$ cat src/rtl/core/pps_pkg.sv
// pure pursuit steering: shared constants, codes and interface types
// used by the controller, datapath and top level; depends on nothing
package pps_pkg;

    localparam int MAX_POINTS   = 1024;
    localparam int IDX_W        = $clog2(MAX_POINTS);
    localparam int CNT_W        = IDX_W + 1;
    localparam int COORD_W      = 32;
    localparam int DIFF_W       = COORD_W + 1;
    localparam int DSQ_W        = 68;
    localparam int ROOT_W       = DSQ_W / 2;
    localparam int REM_W        = ROOT_W + 3;
    localparam int SQRT_STEPS   = ROOT_W;
    localparam int SQ_CNT_W     = $clog2(SQRT_STEPS);
    localparam int ACC_W        = ROOT_W + CNT_W;
    localparam int CORDIC_STEPS = 16;
    localparam int COR_CNT_W    = $clog2(CORDIC_STEPS);
    localparam int CW           = 38;
    localparam int ZW           = 34;
    localparam int ANG_W        = 16;

    localparam logic [31:0] WHEELBASE_RST = 32'd195592;
    localparam logic [31:0] LOOKAHEAD_RST = 32'd655360;
    localparam logic signed [CW-1:0] SIN_GAIN = 38'sd652032874;

    // atan(2^-i) in units of 2^32 per turn
    localparam logic [31:0] ATAN_TAB [32] = '{
        32'd536870912, 32'd316933406, 32'd167458907, 32'd85004756, 32'd42667331,
        32'd21354465, 32'd10679838, 32'd5340245, 32'd2670163, 32'd1335087,
        32'd667544, 32'd333772, 32'd166886, 32'd83443, 32'd41722, 32'd20861,
        32'd10430, 32'd5215, 32'd2608, 32'd1304, 32'd652, 32'd326, 32'd163,
        32'd81, 32'd41, 32'd20, 32'd10, 32'd5, 32'd3, 32'd1, 32'd1, 32'd0
    };

    localparam logic [1:0] KIND_PATH = 2'd0;
    localparam logic [1:0] KIND_POSE = 2'd1;
    localparam logic [1:0] KIND_TICK = 2'd2;

    typedef enum logic [4:0] {
        OP_NONE,
        OP_ACCEPT,
        OP_RD_I,
        OP_DIFF_CAR,
        OP_MULX,
        OP_MULY,
        OP_ADDY,
        OP_NR_CMP,
        OP_WK_INIT,
        OP_LDPREV,
        OP_RD_J,
        OP_DIFF_PREV,
        OP_SQ_INIT,
        OP_SQ_STEP,
        OP_WK_ACC,
        OP_RD_T,
        OP_ATAN_BEAR,
        OP_CORDIC,
        OP_SIN_INIT,
        OP_S15,
        OP_PROD,
        OP_NUM,
        OP_ATAN_STEER,
        OP_OUT,
        OP_OUT_ZERO
    } pps_op_t;

    typedef struct packed {
        pps_op_t op;
    } pps_cmd_t;

    typedef struct packed {
        logic tick_go;
        logic nr_last;
        logic wk_hit;
        logic wk_last;
        logic sq_done;
        logic cor_done;
    } pps_stat_t;

endpackage

$ cat src/rtl/core/pps_ctrl.sv
// pure pursuit controller: sequences request handling, search, walk and angles
// depends on pps_pkg
module pps_ctrl import pps_pkg::*; (
    input  logic       aclk,
    input  logic       aresetn,
    input  logic       s_valid,
    input  logic [1:0] s_kind,
    output logic       s_ready,
    output logic       m_valid,
    input  logic       m_ready,
    input  pps_stat_t  stat,
    output pps_cmd_t   cmd
);

    localparam logic [5:0] ST_IDLE    = 6'd0;
    localparam logic [5:0] ST_ZERO    = 6'd1;
    localparam logic [5:0] ST_NR_RD   = 6'd2;
    localparam logic [5:0] ST_NR_DIFF = 6'd3;
    localparam logic [5:0] ST_NR_MULX = 6'd4;
    localparam logic [5:0] ST_NR_MULY = 6'd5;
    localparam logic [5:0] ST_NR_ADDY = 6'd6;
    localparam logic [5:0] ST_NR_CMP  = 6'd7;
    localparam logic [5:0] ST_WK_INIT = 6'd8;
    localparam logic [5:0] ST_WK_LDP  = 6'd9;
    localparam logic [5:0] ST_WK_RDJ  = 6'd10;
    localparam logic [5:0] ST_WK_DIFF = 6'd11;
    localparam logic [5:0] ST_WK_MULX = 6'd12;
    localparam logic [5:0] ST_WK_MULY = 6'd13;
    localparam logic [5:0] ST_WK_ADDY = 6'd14;
    localparam logic [5:0] ST_WK_SQI  = 6'd15;
    localparam logic [5:0] ST_WK_SQRT = 6'd16;
    localparam logic [5:0] ST_WK_ACC  = 6'd17;
    localparam logic [5:0] ST_FN_RD   = 6'd18;
    localparam logic [5:0] ST_FN_DIFF = 6'd19;
    localparam logic [5:0] ST_FN_MULX = 6'd20;
    localparam logic [5:0] ST_FN_MULY = 6'd21;
    localparam logic [5:0] ST_FN_ADDY = 6'd22;
    localparam logic [5:0] ST_FN_SQI  = 6'd23;
    localparam logic [5:0] ST_FN_SQRT = 6'd24;
    localparam logic [5:0] ST_FN_ATI  = 6'd25;
    localparam logic [5:0] ST_FN_ATAN = 6'd26;
    localparam logic [5:0] ST_FN_SINI = 6'd27;
    localparam logic [5:0] ST_FN_SIN  = 6'd28;
    localparam logic [5:0] ST_FN_S15  = 6'd29;
    localparam logic [5:0] ST_FN_PROD = 6'd30;
    localparam logic [5:0] ST_FN_NUM  = 6'd31;
    localparam logic [5:0] ST_FN_ATS  = 6'd32;
    localparam logic [5:0] ST_FN_STR  = 6'd33;
    localparam logic [5:0] ST_DONE    = 6'd34;

    logic [5:0] state_reg, state_next;
    logic       m_valid_reg, m_valid_next;
    logic       out_free, load;

    assign out_free = !m_valid_reg || m_ready;
    assign s_ready  = (state_reg == ST_IDLE);
    assign m_valid  = m_valid_reg;

    always_comb begin
        state_next = state_reg;
        cmd.op     = OP_NONE;
        load       = 1'b0;
        unique case (state_reg)
            ST_IDLE: begin
                if (s_valid) begin
                    cmd.op = OP_ACCEPT;
                    if (s_kind == KIND_TICK) begin
                        state_next = stat.tick_go ? ST_NR_RD : ST_ZERO;
                    end
                end
            end
            ST_ZERO: begin
                if (out_free) begin
                    cmd.op     = OP_OUT_ZERO;
                    load       = 1'b1;
                    state_next = ST_IDLE;
                end
            end
            ST_NR_RD:   begin cmd.op = OP_RD_I;     state_next = ST_NR_DIFF; end
            ST_NR_DIFF: begin cmd.op = OP_DIFF_CAR; state_next = ST_NR_MULX; end
            ST_NR_MULX: begin cmd.op = OP_MULX;     state_next = ST_NR_MULY; end
            ST_NR_MULY: begin cmd.op = OP_MULY;     state_next = ST_NR_ADDY; end
            ST_NR_ADDY: begin cmd.op = OP_ADDY;     state_next = ST_NR_CMP;  end
            ST_NR_CMP: begin
                cmd.op     = OP_NR_CMP;
                state_next = stat.nr_last ? ST_WK_INIT : ST_NR_RD;
            end
            ST_WK_INIT: begin cmd.op = OP_WK_INIT;   state_next = ST_WK_LDP;  end
            ST_WK_LDP:  begin cmd.op = OP_LDPREV;    state_next = ST_WK_RDJ;  end
            ST_WK_RDJ:  begin cmd.op = OP_RD_J;      state_next = ST_WK_DIFF; end
            ST_WK_DIFF: begin cmd.op = OP_DIFF_PREV; state_next = ST_WK_MULX; end
            ST_WK_MULX: begin cmd.op = OP_MULX;      state_next = ST_WK_MULY; end
            ST_WK_MULY: begin cmd.op = OP_MULY;      state_next = ST_WK_ADDY; end
            ST_WK_ADDY: begin cmd.op = OP_ADDY;      state_next = ST_WK_SQI;  end
            ST_WK_SQI:  begin cmd.op = OP_SQ_INIT;   state_next = ST_WK_SQRT; end
            ST_WK_SQRT: begin
                cmd.op = OP_SQ_STEP;
                if (stat.sq_done) begin
                    state_next = ST_WK_ACC;
                end
            end
            ST_WK_ACC: begin
                cmd.op = OP_WK_ACC;
                // a hit or a full lap both end the walk
                if (stat.wk_hit || stat.wk_last) begin
                    state_next = ST_FN_RD;
                end else begin
                    state_next = ST_WK_RDJ;
                end
            end
            ST_FN_RD:   begin cmd.op = OP_RD_T;     state_next = ST_FN_DIFF; end
            ST_FN_DIFF: begin cmd.op = OP_DIFF_CAR; state_next = ST_FN_MULX; end
            ST_FN_MULX: begin cmd.op = OP_MULX;     state_next = ST_FN_MULY; end
            ST_FN_MULY: begin cmd.op = OP_MULY;     state_next = ST_FN_ADDY; end
            ST_FN_ADDY: begin cmd.op = OP_ADDY;     state_next = ST_FN_SQI;  end
            ST_FN_SQI:  begin cmd.op = OP_SQ_INIT;  state_next = ST_FN_SQRT; end
            ST_FN_SQRT: begin
                cmd.op = OP_SQ_STEP;
                if (stat.sq_done) begin
                    state_next = ST_FN_ATI;
                end
            end
            ST_FN_ATI: begin cmd.op = OP_ATAN_BEAR; state_next = ST_FN_ATAN; end
            ST_FN_ATAN: begin
                cmd.op = OP_CORDIC;
                if (stat.cor_done) begin
                    state_next = ST_FN_SINI;
                end
            end
            ST_FN_SINI: begin cmd.op = OP_SIN_INIT; state_next = ST_FN_SIN; end
            ST_FN_SIN: begin
                cmd.op = OP_CORDIC;
                if (stat.cor_done) begin
                    state_next = ST_FN_S15;
                end
            end
            ST_FN_S15:  begin cmd.op = OP_S15;        state_next = ST_FN_PROD; end
            ST_FN_PROD: begin cmd.op = OP_PROD;       state_next = ST_FN_NUM;  end
            ST_FN_NUM:  begin cmd.op = OP_NUM;        state_next = ST_FN_ATS;  end
            ST_FN_ATS:  begin cmd.op = OP_ATAN_STEER; state_next = ST_FN_STR;  end
            ST_FN_STR: begin
                cmd.op = OP_CORDIC;
                if (stat.cor_done) begin
                    state_next = ST_DONE;
                end
            end
            ST_DONE: begin
                if (out_free) begin
                    cmd.op     = OP_OUT;
                    load       = 1'b1;
                    state_next = ST_IDLE;
                end
            end
            default: begin
                state_next = ST_IDLE;
            end
        endcase
    end

    always_comb begin
        if (load) begin
            m_valid_next = 1'b1;
        end else if (m_ready) begin
            m_valid_next = 1'b0;
        end else begin
            m_valid_next = m_valid_reg;
        end
    end

    always_ff @(posedge aclk) begin
        if (!aresetn) begin
            state_reg   <= ST_IDLE;
            m_valid_reg <= 1'b0;
        end else begin
            state_reg   <= state_next;
            m_valid_reg <= m_valid_next;
        end
    end

`ifndef SYNTHESIS
    a_load_free: assert property (@(posedge aclk) disable iff (!aresetn)
        load |-> out_free)
        else $error("result loaded over an untaken result");
    a_tick_leaves: assert property (@(posedge aclk) disable iff (!aresetn)
        s_ready && s_valid && s_kind == KIND_TICK |=> state_reg != ST_IDLE)
        else $error("tick request did not start work");
    a_load_valid: assert property (@(posedge aclk) disable iff (!aresetn)
        load |=> m_valid_reg && state_reg == ST_IDLE)
        else $error("result load did not raise valid");
`endif

endmodule

$ cat config.mk
export PLATFORM = sky130hd
export DESIGN_NAME = pps_ctrl
export DESIGN_NICKNAME = d
export VERILOG_FILES = /design/src/rtl/core/pps_pkg.sv /design/src/rtl/core/pps_ctrl.sv
export SDC_FILE = /design/constraint.sdc
export NUM_CORES = 1
export LEC_CHECK = 0
export BUFFER_PORTS_ARGS = -buffer_cell sky130_fd_sc_hd__buf_2
export CAP_MARGIN = 20
export CORE_ASPECT_RATIO = 0.9
export CORE_UTILIZATION = 35
export CTS_BUF_LIST = sky130_fd_sc_hd__clkbuf_4
export DETAILED_ROUTE_END_ITERATION = 12
export PLACE_DENSITY = 0.53
export SYNTH_ARGS = -nofsm -noshare
export SYNTH_HDL_FRONTEND = slang
export SYNTH_SLANG_ARGS = --single-unit
$ cat constraint.sdc
create_clock -name aclk -period 3.35 [get_ports aclk]
set_input_delay 0.5025 -clock aclk [delete_from_list [all_inputs] [get_ports aclk]]
set_output_delay 0.5025 -clock aclk [all_outputs]
set_load 0.1 [all_outputs]
; After elaboration in Yosys (flattened, before gate mapping)
; Index checks and enable logic that the tools add are counted.
[op_classes]
eq_ne = 43
n_mux = 20
n_reduce_logical = 14
[ops]
columns = operator, count
row1 = $pmux 6 s34, 1
row2 = $pmux 5 s24, 1
row3 = $eq 6x5->1 const B, 16
row4 = $eq 6x4->1 const B, 8
row5 = $mux 6, 8
row6 = $eq 6x3->1 const B, 4
row7 = $eq 6x6->1 const B, 3
row8 = $mux 5, 3
row9 = $eq 6x2->1 const B, 2
row10 = $ne 2x2->1 const B, 6
row11 = $reduce_or 3->1, 4
row12 = $reduce_and 8->1, 1
row13 = $reduce_or 2->1, 4
row14 = $eq 6x1->1 const B, 1
row15 = $logic_not 6->1, 1
row16 = $mux 1, 5
row17 = $mux 4, 1
row18 = $ne 2x1->1 const B, 2
row19 = $eq 2x2->1 const B, 1
row20 = $logic_or 1x1->1, 2
row21 = $mux 2, 1
row22 = $reduce_bool 2->1, 1
row23 = $logic_not 1->1, 1
[totals]
regBits = 7
output_inout_bits = 7
wordCells = 79

; Longest topological paths before layout
[logic_depth]
ltp_word = 5
mapped_depth = 7
depth_no_buf = 5

; Worst setup path before layout
; Ideal clock, no wire load.
[synth_timing]
path_type = flip-flop to output port
from = register state_reg[0]
to = output port cmd[2] (netlist bit)
arrival_time_ps = 3089
slack_ps = -242
path_stages_with_launch = 8
n_path_buf = 2
cell_sequence = dfxtp_1 -> buf_2 -> buf_1 -> nor2_1 -> o21ai_0 -> nor2_1 -> a21oi_1 -> o21ai_0
[synth_rtl]
columns = item, line
row1 = from (decl), pps_ctrl.sv:51  ; logic [5:0] state_reg, state_next;
row2 = from (signal assigned), pps_ctrl.sv:175  ; state_reg <= state_next;
row3 = to (decl), pps_ctrl.sv:12  ; output pps_cmd_t cmd

==> run summary <==
Timing
- 49.2% — relative slew slack
- 0.354 GHz — fmax
- 0.760 ns — Least-Margin Pin Slew
- 0 — setup violators final
- 0 ns — Sum Neg Setup Slack
- false — setup repair after global routing missed its margin
- 0 — number of hold violations in the final report
- 2.82 ns — final period demand of the worst path
- 0.00321 ns — Clock Skew
- 84.3% — Tcrit/Tclk final
- 0 — Slew Viols, Final

Worst setup path
- flip-flop to output port — category of the critical setup timing path
- output port — Crit. End Element
- 6 — Register-to-Register Path Depth
- 2.32 ns — worst endpoint data arrival time
- state_reg[0]$_SDFFE_PN0P_ — FF-to-FF Start
- 1.22 ns — R2R Setup Slk
- state_reg[5]$_SDFFE_PN0P_ — Worst Setup SP
- 15 — top fanout value on the critical path
- flip-flop — startpoint type of the worst setup path
- 2.85 ns — Req. time, crit path
- state_reg[1]$_SDFFE_PN0P_ — Reg2Reg Capture Point

Place
- 18 — count of input and output buffers
- 183 — placed cells
- 1970 µm — HPWL reported at the end of detailed placement
- 0.835 — placer congestion estimate

Floorplan
- 19 — Boundary Pins
- 38.3% — Starting Density
- 17 — Std-Cell Rows
- 51.9 µm — height of the die
- 0.00298 mm² — die area
- 0.00253 mm² — placeable core area
- 57.4 µm — die width

Global route
- 19.4% — GRT Resource Usage Total
- 27.6% — GR Layer Usage met1
- met2 — most utilized layer in the global route result
- 4440 µm — first-pass GRT wire length
- 7.21% — global-route met3 utilization
- 28.1% — fraction of met2 tracks used by global routing
- 0 — grt ovf
- 0 — initial antenna violation count
- 27 — maximum number of pins on one net before global-route repair
- 898 — vias in the first global route

Synth
- 14.5% — post-synthesis sequential area ratio
- 6.59 µm² — per-instance average area after synthesis
- 968 µm² — Netlist Area Pre-Place
- dfxtp_1 (14%), a21oi_1 (9.3%), nor2_1 (5.8%) — cells taking the most area after synthesis
- dfxtp_1 — most common flop cell mapped by yosys
- 0 — number of enable flip-flop cells after synthesis
- 159 — Synthesized Nets
- 7 — count of state elements after synthesis
- 45 — Cell variety after synth
- 0 — YS warnings
- 147 — number of instances in the synthesized netlist
- 0% — async set-reset flop share out of synthesis
- dfxtp_1 — cell type contributing the most total cell area after synthesis
- 14.5% — area share of the leading cell type in the synthesized netlist

Worst hold path
- 3 — cell count of the worst hold path
- state_reg[4]$_SDFFE_PN0P_ — destination of the worst hold path
- input pin to flip-flop — path class of the lowest-slack min-delay path
- aresetn — min-delay src

Outcome
- design-rule violations — violations in the final reports
- finished with violations — outcome

Layout
- 172 — Layout Nets
- 20.8% — share of final-layout standard cells stronger than drive strength 1
- 6 — max FFs per register
- 0 — diode insertion count for antenna repair
- 187 — post-route non-filler standard cell count
- 10.9% — Synth-to-Final Area Change

Clocking
- 0.26 ns — insertion delay to the later sink of the worst-skew pair
- 0 — number of buffers inserted by hold repair at cts
- 1 — H-tree depth
- clkbuf_4 — library cell used as clock root buffer
- 0 — cells resized by post-CTS repair
- built — TritonCTS clock tree
- 2 — clk buf depth
- 7 — clock sink count
- 0 — post-CTS setup-driven buffer insertion count
- 3 — number of buffers created by CTS
- 0.06 ns — clock slew seen by the registers of the worst setup and hold paths

Drt
- 46 — Starting DRT DRC Count
- 2 — DRC violations left
- 9 — number of detailed-route iterations in the first pass
- 14.7 µm — wire length per cell
- 2740 µm — Routed WL
- 0 — number of routed nets with antenna violations
- 6.05 — Via-to-Cell Ratio
- 1,132 — detailed-route via count

Flow run
- 0 — Maximum Capacitance Violations

[cell usage after synthesis, types with 3 or more instances]
| library cell | n |
|---|---|
| a211oi_1 | 3 |
| a21oi_1 | 18 |
| a31oi_1 | 3 |
| buf_2 | 4 |
| clkbuf_1 | 5 |
| dfxtp_1 | 7 |
| inv_1 | 4 |
| nand2_1 | 12 |
| nand2b_1 | 7 |
| nand3_1 | 4 |
| nand3b_1 | 3 |
| nor2_1 | 15 |
| nor2b_1 | 5 |
| nor3_1 | 5 |
| nor4_1 | 3 |
| o21ai_0 | 11 |
| o22ai_1 | 4 |
[stage by stage]
stage | utilization, % | cell area (µm²) | worst slack [ns] | hold slack [ns]
after detailed placement | 41.2 | 1040 | 0.866 | 0.662
after CTS | 42.4 | 1070 | 0.578 | 0.503
after global routing | 42.4 | 1070 | 0.419 | 0.533
final | 42.4 | 1070 | 0.526 | 0.514
after global placement | 41.2 | 1040 | 0.861 | 0.677
after floorplan | - | 968 | -0.242 | 0.631
[critical path, cell delays in order, from the launching register on]
cell and delay [ns]:
dfxtp_1 0.44, buf_4 0.25, nor4_1 0.41, nand2_1 0.19
inv_1 0.13, a22oi_1 0.10, nand4_1 0.10, buf_2 0.43
[area by class of cell]
| cell class | instances | area (µm²) |
|---|---|---|
| Inverter | 4 | 15.0 |
| Sequential cell | 7 | 140 |
| Timing Repair Buffer | 20 | 105 |
| Clock buffer | 4 | 30.0 |
| Fill cell | 270 | 1460 |
| Multi-Input combinational cell | 124 | 748 |
| Tap cell | 28 | 35.0 |
[worst max path at each step]
stage          endpoint  slack (ns)  depth (start not counted)
2_1_floorplan    cmd[2]       -0.24                          7
3_3_place_gp     cmd[3]        0.86                          5
3_5_place_dp     cmd[0]        0.87                          7
4_1_cts          cmd[0]        0.58                          7
5_1_grt          cmd[0]        0.42                          7
6_report         cmd[0]        0.53                          7
[layout by cell type, fill, tap and decap left out, types with 2 or more instances in the layout]
cell / Yosys / routed
buf_4: 0 / 2
clkbuf_4: 0 / 4
a21oi_1: 18 / 18
o21ai_0: 11 / 11
a31oi_1: 3 / 3
nor2_1: 15 / 15
nand2_1: 12 / 12
dfxtp_1: 7 / 7
nor3b_1: 2 / 2
xnor2_1: 2 / 2
o32a_1: 2 / 2
nand3_1: 4 / 4
nand2b_1: 7 / 7
nor2b_1: 5 / 5
buf_2: 4 / 18
nor3_1: 5 / 5
inv_1: 4 / 4
nor4_1: 3 / 3
or4b_1: 2 / 2
o22ai_1: 4 / 4
nand3b_1: 3 / 3
nand4b_1: 2 / 2
a211oi_1: 3 / 3
[routing by layer]
layer  wire length, µm  share of wire [%]
met1              1270                 46
met2              1190                 43
met3               284                 10
met4                 0                  0
met5                 0                  0
[cell families after synthesis]
group                  Yosys count  synth area share, %
AND/OR/NAND/NOR                 71                 42.6
AO/OA/AOI/OAI                   50                 31.7
buffers and inverters           16                 8.27
flip-flops                       7                 14.5
XOR/XNOR                         2                 1.81
multiplexers                     1                 1.16
Power is not shown: default switching activity piles up to over one toggle a cycle in this logic, so the estimate is an artifact.
